## config.mk

```make
export PLATFORM = sky130hd
export DESIGN_NAME = serial_frame_deframer_flat
export DESIGN_NICKNAME = d
export VERILOG_FILES = /design/src/hw/rtl/sfd_pkg.sv /design/src/hw/rtl/sfd_in_if.sv /design/src/hw/rtl/sfd_out_if.sv /design/src/hw/rtl/sfd_parser.sv /design/src/hw/rtl/sfd_result_reg.sv /design/src/hw/rtl/serial_frame_deframer.sv /design/src/flat_wrapper.sv
export VERILOG_INCLUDE_DIRS = /design/src /design/src/hw/rtl
export SDC_FILE = /design/constraint.sdc
export NUM_CORES = 1
export LEC_CHECK = 0
export BUFFER_PORTS_ARGS = -buffer_cell sky130_fd_sc_hd__buf_2
export CAP_MARGIN = 20
export CORE_AREA = 5 5 104 106
export CTS_CLUSTER_SIZE = 10
export DETAILED_ROUTE_END_ITERATION = 16
export DIE_AREA = 0 0 109 111
export GPL_TIMING_DRIVEN = 0
export PLACE_DENSITY = 0.8
export REMOVE_ABC_BUFFERS = 1
export SYNTH_ARGS = -nofsm -noshare
export SYNTH_HDL_FRONTEND = slang
export SYNTH_SLANG_ARGS = --single-unit
```

## constraint.sdc

```tcl
create_clock -name clk_i -period 6.8 [get_ports clk_i]
set_input_delay 0.34 -clock clk_i [delete_from_list [all_inputs] [get_ports clk_i]]
set_output_delay 0.34 -clock clk_i [all_outputs]
set_load 0.01 [all_outputs]
```

## src/hw/rtl/serial_frame_deframer_defines.svh

```systemverilog
// Assertion macros for the serial frame deframer.
// Uses clk_i and rst_ni of the module that includes it; no other dependencies.
`ifndef SERIAL_FRAME_DEFRAMER_DEFINES_SVH
`define SERIAL_FRAME_DEFRAMER_DEFINES_SVH

`ifndef ASSERT_OFF
// Same-cycle implication, checked at every rising edge outside reset.
`define SFD_ASSERT_IMPL(lbl, ante, cons, msg) \
  lbl: assert property (@(posedge clk_i) disable iff (!rst_ni) (ante) |-> (cons)) \
    else $error(msg);
// Next-cycle implication, checked at every rising edge outside reset.
`define SFD_ASSERT_NEXT(lbl, ante, cons, msg) \
  lbl: assert property (@(posedge clk_i) disable iff (!rst_ni) (ante) |=> (cons)) \
    else $error(msg);
`else
`define SFD_ASSERT_IMPL(lbl, ante, cons, msg)
`define SFD_ASSERT_NEXT(lbl, ante, cons, msg)
`endif

`endif

```

## src/hw/rtl/sfd_pkg.sv

```systemverilog
// Types and constants shared by the serial frame deframer.
// No dependencies.
package sfd_pkg;

  localparam logic [7:0] HDR_HI_BYTE = 8'h55;
  localparam logic [7:0] HDR_LO_BYTE = 8'hAA;
  localparam logic [7:0] CMD_UNIT_A  = 8'h06;
  localparam logic [7:0] CMD_UNIT_B  = 8'h07;
  localparam logic [7:0] CMD_UNIT_C  = 8'h22;
  localparam logic [7:0] CMD_UNIT_D  = 8'h26;

  localparam logic [15:0] MAX_LEN_RESET = 16'd249;

  typedef enum logic [2:0] {
    PH_HDR_HI,
    PH_HDR_LO,
    PH_VERSION,
    PH_COMMAND,
    PH_LEN_HI,
    PH_LEN_LO,
    PH_PAYLOAD,
    PH_CHECK
  } phase_e;

  typedef enum logic [2:0] {
    ROLE_DROP,
    ROLE_HEADER,
    ROLE_VERSION,
    ROLE_COMMAND,
    ROLE_LENGTH,
    ROLE_PAYLOAD,
    ROLE_CHECK
  } role_e;

  typedef struct packed {
    logic [7:0]  data_byte;
    role_e       byte_role;
    logic [15:0] payload_position;
    logic        frame_end;
    logic        frame_abort;
    logic        checksum_ok;
    logic        unit_command;
  } result_t;

endpackage

```

## src/hw/rtl/sfd_in_if.sv

```systemverilog
// Received-byte request channel of the serial frame deframer.
// No dependencies.
interface sfd_in_if;
  logic       valid;
  logic       ready;
  logic [7:0] rx_byte;

  modport source (output valid, output rx_byte, input ready);
  modport sink (input valid, input rx_byte, output ready);
endinterface

```

## src/hw/rtl/sfd_out_if.sv

```systemverilog
// Result request channel of the serial frame deframer.
// No dependencies.
interface sfd_out_if;
  logic        valid;
  logic        ready;
  logic [7:0]  data_byte;
  logic [2:0]  byte_role;
  logic [15:0] payload_position;
  logic        frame_end;
  logic        frame_abort;
  logic        checksum_ok;
  logic        unit_command;

  modport source (output valid, output data_byte, output byte_role,
                  output payload_position, output frame_end, output frame_abort,
                  output checksum_ok, output unit_command, input ready);
  modport sink (input valid, input data_byte, input byte_role,
                input payload_position, input frame_end, input frame_abort,
                input checksum_ok, input unit_command, output ready);
endinterface

```

## src/hw/rtl/sfd_parser.sv

```systemverilog
// Frame parse state machine: holds phase, length, count, sum and command,
// and classifies one byte per step. Depends on sfd_pkg.
module sfd_parser (
  input  logic            clk_i,
  input  logic            rst_ni,
  input  logic            step_i,
  input  logic [7:0]      byte_i,
  input  logic [15:0]     max_len_i,
  output sfd_pkg::result_t res_o
);
  import sfd_pkg::*;

  phase_e      phase_q, phase_d;
  logic [15:0] len_q, len_d;
  logic [15:0] cnt_q, cnt_d;
  logic [7:0]  sum_q, sum_d;
  logic [7:0]  cmd_q, cmd_d;

  logic [15:0] full_len;
  logic [15:0] cnt_inc;
  logic [7:0]  sum_add;

  assign full_len = {len_q[15:8], byte_i};
  assign cnt_inc  = cnt_q + 16'd1;
  assign sum_add  = sum_q + byte_i;

  always_comb begin
    phase_d = phase_q;
    len_d   = len_q;
    cnt_d   = cnt_q;
    sum_d   = sum_q;
    cmd_d   = cmd_q;
    case (phase_q)
      PH_HDR_HI: begin
        if (byte_i == HDR_HI_BYTE) begin
          sum_d   = byte_i;
          phase_d = PH_HDR_LO;
        end
      end
      PH_HDR_LO: begin
        // A wrong second byte closes the frame; it is not re-examined as a header.
        if (byte_i == HDR_LO_BYTE) begin
          sum_d   = sum_add;
          phase_d = PH_VERSION;
        end else begin
          phase_d = PH_HDR_HI;
        end
      end
      PH_VERSION: begin
        sum_d   = sum_add;
        phase_d = PH_COMMAND;
      end
      PH_COMMAND: begin
        sum_d   = sum_add;
        cmd_d   = byte_i;
        phase_d = PH_LEN_HI;
      end
      PH_LEN_HI: begin
        sum_d   = sum_add;
        len_d   = {byte_i, 8'h00};
        phase_d = PH_LEN_LO;
      end
      PH_LEN_LO: begin
        sum_d = sum_add;
        cnt_d = '0;
        if (full_len > max_len_i) begin
          len_d   = '0;
          phase_d = PH_HDR_HI;
        end else if (full_len == 16'd0) begin
          len_d   = full_len;
          phase_d = PH_CHECK;
        end else begin
          len_d   = full_len;
          phase_d = PH_PAYLOAD;
        end
      end
      PH_PAYLOAD: begin
        sum_d = sum_add;
        cnt_d = cnt_inc;
        if (cnt_inc >= len_q) begin
          phase_d = PH_CHECK;
        end
      end
      PH_CHECK: begin
        len_d   = '0;
        phase_d = PH_HDR_HI;
      end
      default: begin
        phase_d = PH_HDR_HI;
      end
    endcase
  end

  always_comb begin
    res_o                  = '0;
    res_o.data_byte        = byte_i;
    res_o.byte_role        = ROLE_DROP;
    case (phase_q)
      PH_HDR_HI: begin
        if (byte_i == HDR_HI_BYTE) begin
          res_o.byte_role = ROLE_HEADER;
        end
      end
      PH_HDR_LO: begin
        if (byte_i == HDR_LO_BYTE) begin
          res_o.byte_role = ROLE_HEADER;
        end else begin
          res_o.frame_abort = 1'b1;
        end
      end
      PH_VERSION: res_o.byte_role = ROLE_VERSION;
      PH_COMMAND: res_o.byte_role = ROLE_COMMAND;
      PH_LEN_HI:  res_o.byte_role = ROLE_LENGTH;
      PH_LEN_LO: begin
        res_o.byte_role   = ROLE_LENGTH;
        res_o.frame_abort = (full_len > max_len_i);
      end
      PH_PAYLOAD: begin
        res_o.byte_role        = ROLE_PAYLOAD;
        res_o.payload_position = cnt_q;
      end
      PH_CHECK: begin
        res_o.byte_role    = ROLE_CHECK;
        res_o.frame_end    = 1'b1;
        res_o.checksum_ok  = (sum_q == byte_i);
        res_o.unit_command = (cmd_q inside {CMD_UNIT_A, CMD_UNIT_B, CMD_UNIT_C, CMD_UNIT_D});
      end
      default: res_o.byte_role = ROLE_DROP;
    endcase
  end

  always_ff @(posedge clk_i or negedge rst_ni) begin
    if (!rst_ni) begin
      phase_q <= PH_HDR_HI;
      len_q   <= '0;
      cnt_q   <= '0;
      sum_q   <= '0;
      cmd_q   <= '0;
    end else if (step_i) begin
      phase_q <= phase_d;
      len_q   <= len_d;
      cnt_q   <= cnt_d;
      sum_q   <= sum_d;
      cmd_q   <= cmd_d;
    end
  end

endmodule

```

## src/hw/rtl/sfd_result_reg.sv

```systemverilog
// Result register driving the output channel; holds a result while stalled.
// Depends on sfd_pkg and sfd_out_if.
module sfd_result_reg (
  input  logic             clk_i,
  input  logic             rst_ni,
  input  logic             load_i,
  input  sfd_pkg::result_t res_i,
  output logic             ready_o,
  sfd_out_if.source        out_chan_o
);
  import sfd_pkg::*;

  logic    vld_q, vld_d;
  result_t res_q;

  assign ready_o = !vld_q || out_chan_o.ready;

  always_comb begin
    vld_d = vld_q;
    if (load_i) begin
      vld_d = 1'b1;
    end else if (out_chan_o.ready) begin
      vld_d = 1'b0;
    end
  end

  always_ff @(posedge clk_i or negedge rst_ni) begin
    if (!rst_ni) begin
      vld_q <= 1'b0;
    end else begin
      vld_q <= vld_d;
    end
  end

  always_ff @(posedge clk_i) begin
    if (load_i) begin
      res_q <= res_i;
    end
  end

  assign out_chan_o.valid            = vld_q;
  assign out_chan_o.data_byte        = res_q.data_byte;
  assign out_chan_o.byte_role        = 3'(res_q.byte_role);
  assign out_chan_o.payload_position = res_q.payload_position;
  assign out_chan_o.frame_end        = res_q.frame_end;
  assign out_chan_o.frame_abort      = res_q.frame_abort;
  assign out_chan_o.checksum_ok      = res_q.checksum_ok;
  assign out_chan_o.unit_command     = res_q.unit_command;

endmodule

```

## src/hw/rtl/serial_frame_deframer.sv

```systemverilog
// Serial frame deframer, top level. Depends on sfd_pkg, sfd_in_if, sfd_out_if,
// sfd_parser, sfd_result_reg and serial_frame_deframer_defines.svh.
//
// Takes one received byte per request and tags it within frames of the form
// 55 AA, version, command, big-endian 16-bit length, payload, checksum; every
// byte yields exactly one result. The block accepts a byte in every cycle
// while the output is not stalled. A byte is held in the input register, and
// its result is loaded into the result register when that register can take
// it; the result is then presented on the output channel until it is taken.
// A stalled output holds the result register and then the input register, so
// input stalls only when both are full. The parse state is updated as each
// byte leaves the input register. max_len_q resets to 249 and is written
// through cfg_we_i/cfg_wdata_i; the user must write it only while no frame
// bytes are in flight, and the block itself does not enforce this.
`include "serial_frame_deframer_defines.svh"

module serial_frame_deframer (
  input  logic         clk_i,
  input  logic         rst_ni,
  input  logic         cfg_we_i,
  input  logic [15:0]  cfg_wdata_i,
  sfd_in_if.sink       in_chan_i,
  sfd_out_if.source    out_chan_o
);
  import sfd_pkg::*;

  logic [15:0] max_len_q;
  logic        in_vld_q, in_vld_d;
  logic [7:0]  in_byte_q;
  logic        res_ready;
  logic        advance;
  result_t     res;

  assign advance         = in_vld_q && res_ready;
  assign in_chan_i.ready = !in_vld_q || res_ready;

  always_comb begin
    in_vld_d = in_vld_q;
    if (in_chan_i.valid && in_chan_i.ready) begin
      in_vld_d = 1'b1;
    end else if (advance) begin
      in_vld_d = 1'b0;
    end
  end

  always_ff @(posedge clk_i or negedge rst_ni) begin
    if (!rst_ni) begin
      in_vld_q  <= 1'b0;
      max_len_q <= MAX_LEN_RESET;
    end else begin
      in_vld_q <= in_vld_d;
      if (cfg_we_i) begin
        max_len_q <= cfg_wdata_i;
      end
    end
  end

  always_ff @(posedge clk_i) begin
    if (in_chan_i.valid && in_chan_i.ready) begin
      in_byte_q <= in_chan_i.rx_byte;
    end
  end

  sfd_parser u_parser (
    .clk_i     (clk_i),
    .rst_ni    (rst_ni),
    .step_i    (advance),
    .byte_i    (in_byte_q),
    .max_len_i (max_len_q),
    .res_o     (res)
  );

  sfd_result_reg u_result_reg (
    .clk_i      (clk_i),
    .rst_ni     (rst_ni),
    .load_i     (advance),
    .res_i      (res),
    .ready_o    (res_ready),
    .out_chan_o (out_chan_o)
  );

  // A frame end is always a checksum byte and never discards a frame.
  `SFD_ASSERT_IMPL(a_end_is_check, out_chan_o.valid && out_chan_o.frame_end, (out_chan_o.byte_role == 3'(ROLE_CHECK)) && !out_chan_o.frame_abort, "frame end on a byte that is not a clean checksum")
  // Only payload bytes carry a position.
  `SFD_ASSERT_IMPL(a_pos_payload_only, out_chan_o.valid && (out_chan_o.byte_role != 3'(ROLE_PAYLOAD)), out_chan_o.payload_position == 16'd0, "payload position set outside the payload")
  // A byte held in the input register stays there until the result register takes it.
  `SFD_ASSERT_NEXT(a_in_hold, in_vld_q && !advance, in_vld_q && $stable(in_byte_q), "pending byte lost from the input register")

endmodule
```

## src/flat_wrapper.sv

```systemverilog
// flat-port wrapper written by rule: the top's interface ports become plain ports
module serial_frame_deframer_flat import sfd_pkg::*;
  (clk_i, rst_ni, cfg_we_i, cfg_wdata_i, in_chan_i_valid, in_chan_i_rx_byte, in_chan_i_ready, out_chan_o_valid, out_chan_o_data_byte, out_chan_o_byte_role, out_chan_o_payload_position, out_chan_o_frame_end, out_chan_o_frame_abort, out_chan_o_checksum_ok, out_chan_o_unit_command, out_chan_o_ready);
  sfd_in_if in_chan_i_i ();
  sfd_out_if out_chan_o_i ();
  input  logic clk_i;
  input  logic rst_ni;
  input  logic cfg_we_i;
  input  logic [15:0] cfg_wdata_i;
  input wire logic [$bits(in_chan_i_i.valid)-1:0] in_chan_i_valid;
  input wire logic [$bits(in_chan_i_i.rx_byte)-1:0] in_chan_i_rx_byte;
  output wire logic [$bits(in_chan_i_i.ready)-1:0] in_chan_i_ready;
  output wire logic [$bits(out_chan_o_i.valid)-1:0] out_chan_o_valid;
  output wire logic [$bits(out_chan_o_i.data_byte)-1:0] out_chan_o_data_byte;
  output wire logic [$bits(out_chan_o_i.byte_role)-1:0] out_chan_o_byte_role;
  output wire logic [$bits(out_chan_o_i.payload_position)-1:0] out_chan_o_payload_position;
  output wire logic [$bits(out_chan_o_i.frame_end)-1:0] out_chan_o_frame_end;
  output wire logic [$bits(out_chan_o_i.frame_abort)-1:0] out_chan_o_frame_abort;
  output wire logic [$bits(out_chan_o_i.checksum_ok)-1:0] out_chan_o_checksum_ok;
  output wire logic [$bits(out_chan_o_i.unit_command)-1:0] out_chan_o_unit_command;
  input wire logic [$bits(out_chan_o_i.ready)-1:0] out_chan_o_ready;
  assign in_chan_i_i.valid = in_chan_i_valid;
  assign in_chan_i_i.rx_byte = in_chan_i_rx_byte;
  assign in_chan_i_ready = in_chan_i_i.ready;
  assign out_chan_o_valid = out_chan_o_i.valid;
  assign out_chan_o_data_byte = out_chan_o_i.data_byte;
  assign out_chan_o_byte_role = out_chan_o_i.byte_role;
  assign out_chan_o_payload_position = out_chan_o_i.payload_position;
  assign out_chan_o_frame_end = out_chan_o_i.frame_end;
  assign out_chan_o_frame_abort = out_chan_o_i.frame_abort;
  assign out_chan_o_checksum_ok = out_chan_o_i.checksum_ok;
  assign out_chan_o_unit_command = out_chan_o_i.unit_command;
  assign out_chan_o_i.ready = out_chan_o_ready;
  serial_frame_deframer u_core (.clk_i(clk_i), .rst_ni(rst_ni), .cfg_we_i(cfg_we_i), .cfg_wdata_i(cfg_wdata_i), .in_chan_i(in_chan_i_i), .out_chan_o(out_chan_o_i));
endmodule
```

Yosys cells after proc, flatten, opt, wreduce, memory -nomap -nowiden
Cells that the tools add are included.
- input port bits: 29
- register bits after elaboration: 108
- reduce and logical (&&, ||, !) cells: 22
- muxes and demuxes: 22
- $lt $le $gt $ge: 2
- $add $sub $neg: 2
- eq/ne operators: 18
- operator list (cell ; number):
    $pmux W16 S3 ; 1
    $pmux W16 S2 ; 1
    $pmux W3 S8 ; 1
    $pmux W8 S3 ; 1
    $pmux W3 S7 ; 1
    $add A16 B1 Y16 const B ; 1
    $eq A8 B3 Y1 const B ; 2
    $eq A8 B6 Y1 const B ; 2
    $ge A16 B16 Y1 ; 1
    $gt A16 B16 Y1 ; 1
    $logic_not A16 Y1 ; 1
    $mux W16 ; 1
    $mux W8 ; 2
    $eq A3 B3 Y1 const B ; 4
    $mux W1 ; 9
    $mux W3 ; 3
    $add A8 B8 Y8 ; 1
    $eq A8 B7 Y1 const B ; 1
    $eq A8 B8 Y1 ; 1
    $eq A8 B8 Y1 const B ; 1
    $ne A2 B2 Y1 const B ; 4
    $eq A3 B2 Y1 const B ; 2
    $reduce_and A2 Y1 ; 3
    $reduce_and A3 Y1 ; 2
    13 further kinds ; 19

Depth between registers and ports, before layout
Gate-level depths: netlist of the first run.
- depth after elaboration: 5
- depth in mapped cells: 12
- mapped depth without buffers: 12

Modules after synthesis
Synthesis of the first run repeated with hierarchy kept, for this count alone.
- cell total of the unflattened synthesis: 526
- area total of the unflattened synthesis: 5816.8 µm²
- modules (own cells, without submodules) (module ; sequential area each (µm²) ; area an instance (µm²) ; cells an instance ; times used):
    sfd_parser ; 1276.2 ; 3891.2 ; 445 ; 1
    sfd_result_reg ; 955.9 ; 978.4 ; 34 ; 1
    serial_frame_deframer ; 673.1 ; 947.2 ; 47 ; 1

Worst setup path before layout of the first run
No wires, ideal clock.
- path kind: reg2reg
- start: register u_core.u_parser.cnt_q[0]
- end: register u_core.u_parser.phase_q[0]
- clock period less this slack: 2658 ps
- setup slack: 4142 ps
- cell stages (with the launch flop): 13
- data arrival time: 2522 ps
- setup time: 136 ps
- buffers on the path: 0
- required time: 6664 ps
- cell sequence: dfrtp_1 -> ha_1 -> nand2_1 -> nor3_2 -> nand3_1 -> xnor2_1 -> ha_1 -> a21oi_1 -> nand2_1 -> a221oi_1 -> o32ai_1 -> a221oi_1 -> o21ai_0
- cells in the longest elaborated chain, start to end: 4
- ends and longest elaborated chain (element ; line ; source):
    from (decl) ; sfd_parser.sv:15 ; logic [15:0] cnt_q, cnt_d;
    from (signal assigned) ; sfd_parser.sv:142 ; cnt_q <= cnt_d;
    $add A16 B1 Y16 ; sfd_parser.sv:24 ; assign cnt_inc = cnt_q + 16'd1;
    $ge A16 B16 Y1 ; sfd_parser.sv:80 ; if (cnt_inc >= len_q) begin
    $ne A2 B2 Y1 (no line) ; - ;
    $reduce_and A3 Y1 (no line) ; - ;
    to (signal assigned) ; sfd_parser.sv:140 ; phase_q <= phase_d;
    to (decl) ; sfd_parser.sv:13 ; phase_e phase_q, phase_d;
Every way passes these cells.
A chain may end at the register's enable or synchronous reset.

Final worst setup path of the first run
Ends and elaborated chain as after synthesis.

==> run metrics, run 1 <==
status finished clean; Slew Limit Headroom 35.0%; worst endpoint required time 7020 ps; TNS Setup 0 ps; GRT overflow 0; hold crit path type in -> async; Die Footprint 12,100 um2; Synthesis Warnings 0; Synth Area in Compound Gates 14.4%; FP Rows 36; kind of critical path reg -> reg; Finished Core Util 64.6%; TritonRoute pass-1 iters 5; Final Max Tran Viols 0; proportion of netlist area held by the largest area contributor 27.7%; Max Fclk 0.313 GHz; synthesized area per cell 10.3 um2; Post-Synth Simple-Gate Area 15.8%; xor/xnor share of the synthesized area 2.77%; synth-to-layout area growth 10.0%; vias in the first global route 4,207; antenna cells 0; multiplexer area fraction after synthesis 2.09%; Final Skew 7.85 ps; clk sinks 108; max-cap viol count 0; largest family of logic cells by synthesized area simple AND/OR/NAND/NOR gates; Final Hold Fails 0; RR Startpoint u_core.u_parser.cnt_q[0]; Peak VDD IR 0.150 mV; Pwr per Cell Area 327 nW/um2; Finished Cell Area 6260 um2; post-synthesis cell count 551; FF-to-FF path depth 12; pin count of the biggest net entering global routing 70; # DRC 0; Post-synth EDFFs 39; post-synthesis sequential area ratio 51.1%; RSZ-0062 raised after global routing no; Worst-Skew Late Latency 370 ps; H-tree lvl count 3; clk buf depth 2; post-route ant nets 0; via count 4,309; drt via density 5.82; GP Congestion 0.828; Leak 2.86 nW; routed length per instance 16.0 um; 1st-iter DRT viols 364; final setup violation count 0; Worst Setup End Kind flop; CP max FO 7; Top FF cell, synth dfrtp_1; WL final 11.9 mm; CTS Buf Count 9; num ports 62; CTS Root Cell clkbuf_8; core area 9680 um2; height of the chip 111 um; Final Cycle Share 47.1%; global-route wire length before repair 19.7 mm; Final Net Count 673; r2r setup slk 3600 ps; I/O Buffers 61; #FFs+latches synth 108; initial antenna violation count 0; Starting Density 58.7%; Post-Syn Area 5690 um2; Synth area leader dfrtp_1; Async S/R FF share, synth 63.9%; post-CTS sizing 0; Worst R2R End u_core.u_parser.phase_q[0]; hpwl dp 8.22 mm; share of cells above drive strength 1 16.1%; Least-Margin Pin Slew 975 ps; Cell variety after synth 53; Final Critical Period 3200 ps; CTS tree built; Arr. time, crit path 3420 ps; crit path launch type flop; CTS Hold Bufs 0; DP Area 6080 um2; Tot GR Track Use 20.2%; setup bufs post-CTS 0; largest cells by area after synthesis dfrtp_1 28%, edfxtp_1 21%, ha_1 8.8%; non-filler instance count after layout 741; clock-pin slew on the worst setup and hold paths 90 ps; Synth Area in Adders 9.15%; dpl cells 723; PnR worst setup slack 3600 ps; die width 109 um; Placement Setup Slack 3700 ps
## state kept, by name, indices dropped and copies added, names as in the netlist
| signal | flops |
|---|---|
| u_core.max_len_q | 16 |
| u_core.u_result_reg.out_chan_o.byte_role | 3 |
| u_core.u_parser.phase_q | 3 |
| u_core.u_parser.sum_q | 8 |
| u_core.in_vld_q | 1 |
| u_core.u_result_reg.out_chan_o.checksum_ok | 1 |
| u_core.in_byte_q | 8 |
| u_core.u_parser.cmd_q | 8 |
| u_core.u_result_reg.out_chan_o.data_byte | 8 |
| u_core.u_result_reg.out_chan_o.frame_end | 1 |
| u_core.u_parser.cnt_q | 16 |
| u_core.u_result_reg.out_chan_o.frame_abort | 1 |
| u_core.u_parser.len_q | 16 |
| u_core.u_result_reg.out_chan_o.payload_position | 16 |
| u_core.u_result_reg.out_chan_o.unit_command | 1 |
| u_core.u_result_reg.out_chan_o.valid | 1 |
## cell usage after synthesis (9+ instances only)
master	instances
nand3_1	25
edfxtp_1	39
and3_1	20
dfrtp_1	63
nand2_1	67
xnor2_1	9
xor2_1	9
nor2_1	21
clkbuf_1	18
inv_1	44
ha_1	40
a21oi_1	20
o21ai_0	49
## per-layer routing
layer / track usage [%] / up-vias / wire [um]
met1: 27.7 / 2041 / 5040
met2: 32.0 / 156 / 5720
met5: 0 / - / 0
met4: 7.49 / 0 / 259
li1: - / 2086 / -
met3: 3.67 / 26 / 840
## worst max path at each step
stage | start | to | slack, ps | cells past startpoint
detailed placement | u_core.u_parser.cnt_q[0] | u_core.u_parser.phase_q[0] | 3700 | 12
CTS | u_core.u_parser.cnt_q[0] | u_core.u_parser.phase_q[0] | 3650 | 12
finish | u_core.u_parser.cnt_q[0] | u_core.u_parser.phase_q[0] | 3600 | 12
global placement | u_core.in_byte_q[7] | u_core.u_result_reg.out_chan_o.frame_abort | 3620 | 6
floorplan | u_core.u_parser.cnt_q[0] | u_core.u_parser.phase_q[0] | 4110 | 12
global route | u_core.u_parser.cnt_q[0] | u_core.u_parser.phase_q[0] | 3430 | 12
## power by group
group,total (mW),switching [mW],internal [mW]
sequential,0.951,0.140,0.811
combinational,0.753,0.444,0.309
clock,0.339,0.205,0.133
total,2.04,0.790,1.25
## cell type report
| cell class | instances | area [um2] |
|---|---|---|
| clock buffers | 12 | 135 |
| clock inverters | 4 | 26.3 |
| fillers | 770 | 3430 |
| inverters | 45 | 169 |
| multi-input cells | 375 | 2520 |
| flip-flops and latches | 108 | 2910 |
| well taps | 133 | 166 |
| repair buffers | 64 | 338 |
## placed cells by master, fill, tap and decap left out, types with 3 or more instances in the layout
cell / instances
nor2b_1: 5
a21oi_1: 19
a22oi_1: 8
ha_1: 40
nand3_1: 25
o22ai_1: 8
mux2_2: 7
buf_2: 60
xor2_1: 9
and3_1: 20
a22o_1: 6
clkbuf_8: 9
nor4_1: 8
edfxtp_1: 39
a21o_1: 6
a221oi_1: 3
or3_1: 3
nand2_1: 67
inv_1: 44
o21ai_0: 49
dfstp_2: 6
mux2i_1: 4
nor3_1: 7
clkbuf_1: 3
nor2_1: 21
o31ai_1: 7
nand4_1: 8
and2_1: 4
dfrtp_1: 63
nand2b_1: 3
and4_1: 3
xnor2_1: 9
## critical path: stages (launching register included)
cell and delay (ps):
dfrtp_1 490, ha_1 270, nand2_1 100, nor3_2 430
nand3_1 220, xnor2_1 180, ha_1 320, a21oi_1 150
nand2_1 60, a221oi_1 310, o32ai_1 120, a221oi_1 280
o21ai_0 120
## through the flow
stage | power [mW] | hold slack (ps)
global placement | 1.64 | 467
CTS | 2.04 | 114
global route | 2.19 | 134
floorplan | 1.46 | 44.4
detailed placement | 1.70 | 475
finish | 2.04 | 85.9
## cells by family after synthesis
group                    after synthesis
XOR/XNOR                              18
AND/OR/NAND/NOR                      180
AO/OA/AOI/OAI                        125
adder cells (fa/ha/maj)               41
flip-flops                           108
multiplexers                          11
buffers and inverters                 68
Note: power is estimated with default switching activity, not from simulation.
==> inputs of run 2 (changes only) <==
CORE_AREA = 5 5 105 107   (was 5 5 104 106)
DIE_AREA = 0 0 110 112   (was 0 0 109 111)
PLACE_DENSITY = 0.78   (was 0.8)
clock period = 3.3 ns   (was 6.8 ns; I/O delays follow)
==> run metrics, run 2 (synthesized netlist as in run 1, its figures left out) <==
status finished clean; Placement Setup Slack 199 ps; clock-pin slew on the worst setup and hold paths 100 ps; I/O Buffers 61; fillers 773; antenna cells 0; PnR worst setup slack 276 ps; Final Critical Period 3020 ps; Max Fclk 0.331 GHz; drt via density 5.80; CTS tree built; Tot GR Track Use 20.8%; crit path launch type flop; crit path cell chain ha_1, nand2_1, nor3_4, nand3_1, xnor2_1, ha_1, a21oi_1, nand2_1, a221oi_1, o32ai_1, a221oi_1, o21ai_0; Peak VDD IR 0.380 mV; die width 110 um; post-route ant nets 0; 1st-iter DRT viols 326; Slew Limit Headroom 26.7%; Arr. time, crit path 3240 ps; Final Net Count 697; Starting Density 56.6%; most frequent cells in the layout 67 x nand2_1, 63 x dfrtp_1, 60 x buf_2, 49 x o21ai_0, 44 x inv_1; hpwl dp 8.27 mm; kind of critical path reg -> reg; Final Skew 9.34 ps; RSZ-0062 raised after global routing no; CP max FO 7; CP max stage cell dfrtp_1; vias in the first global route 4,278; global-route wire length before repair 20.2 mm; FP Rows 37; CP bufs+invs 0; share of cells above drive strength 1 15.8%; final setup violation count 0; TNS Setup 0 ps; core area 10,000 um2; worst endpoint required time 3520 ps; TritonRoute pass-1 iters 5; CP peak stage delay 470 ps; DP Area 6080 um2; Finished Cell Area 6590 um2; Final Cycle Share 91.6%; Worst path top cell family by delay compound AO/OA/AOI/OAI gates; initial antenna violation count 0; Worst Setup End Kind flop; H-tree lvl count 3; # DRC 0; Least-Margin Pin Slew 1090 ps; WL final 12.3 mm; Reg area 2910 um2; CTS Buf Count 9; synth-to-layout area growth 15.8%; Leak 3.01 nW; pin count of the biggest net entering global routing 70; CTS Root Cell clkbuf_8; clk buf depth 2; via count 4,452; Die Footprint 12,300 um2; Final Hold Fails 0; num ports 62; max-cap viol count 0; GRT overflow 0; routed length per instance 16.1 um; Pwr per Cell Area 672 nW/um2; hold crit path type in -> reg; multi-input logic area 2520 um2; height of the chip 112 um; setup bufs post-CTS 0; Final Max Tran Viols 0; commonest non-fill, non-tap cell in the layout nand2_1; GP Congestion 0.849; Worst-Skew Late Latency 370 ps; post-layout power 4.43 mW; clk sinks 108
==> run 2: path summary, 6_finish.rpt <==
path,start,slack [ps],cells past startpoint,to
max,u_core.u_parser.cnt_q[0],280,12,u_core.u_parser.phase_q[0]
min,cfg_wdata_i[13],20,3,u_core.max_len_q[13]
max reg2reg,u_core.u_parser.cnt_q[0],280,12,u_core.u_parser.phase_q[0]
min reg2reg,u_core.max_len_q[5],510,2,u_core.max_len_q[5]
max in group asynchronous,rst_ni,2260,2,u_core.u_parser.cnt_q[8]
min in group asynchronous,rst_ni,440,2,u_core.u_parser.sum_q[2]
==> run 2: cell type report <==
class                   count  share of cell area, %
flip-flops and latches    108                   44.1
well taps                 136                   2.58
clock inverters             2                  0.266
multi-input cells         375                   38.3
inverters                  45                   2.57
repair buffers             88                   8.85
clock buffers              14                   3.27
==> run 2: where the power goes <==
| group | internal (mW) | switching (mW) | total [mW] |
|---|---|---|---|
| Clock | 0.433 | 0.457 | 0.890 |
| Combinational | 0.654 | 0.917 | 1.57 |
| Sequential | 1.67 | 0.293 | 1.96 |
| Total | 2.76 | 1.67 | 4.43 |
==> run 2: worst reg2reg max path, cell delays in order, from the launching register on <==
cell      delay [ps]
dfrtp_1          470
ha_1             260
nand2_1          120
nor3_4           270
nand3_1          190
xnor2_1          220
ha_1             290
a21oi_1          150
nand2_1           80
a221oi_1         300
o32ai_1          120
a221oi_1         270
o21ai_0          130
==> run 2: what timing repair did <==
item,4_1_cts,5_1_grt
endpoints found under the hold margin,86,1
hold buffers,24,1
gates resized for setup,0,1
setup endpoints to repair,0,1
==> run 2: per-stage QoR <==
step	instances	hold WS (ps)	util, %
finish	768	15.8	65.5
global route	768	13.1	65.5
CTS	766	1.11	65.3
detailed placement	726	342	60.5
global placement	725	343	60.4
floorplan	528	-131	-
==> run 2: routing by layer <==
| layer | routed length [um] | part of all wire (%) | up-vias | GRT usage (%) |
|---|---|---|---|---|
| li1 | - | - | 2129 | - |
| met1 | 5110 | 41 | 2128 | 27.4 |
| met2 | 6100 | 49 | 167 | 33.5 |
| met3 | 803 | 6.5 | 28 | 3.94 |
| met4 | 315 | 2.6 | 0 | 8.56 |
| met5 | 0 | 0 | - | 0 |
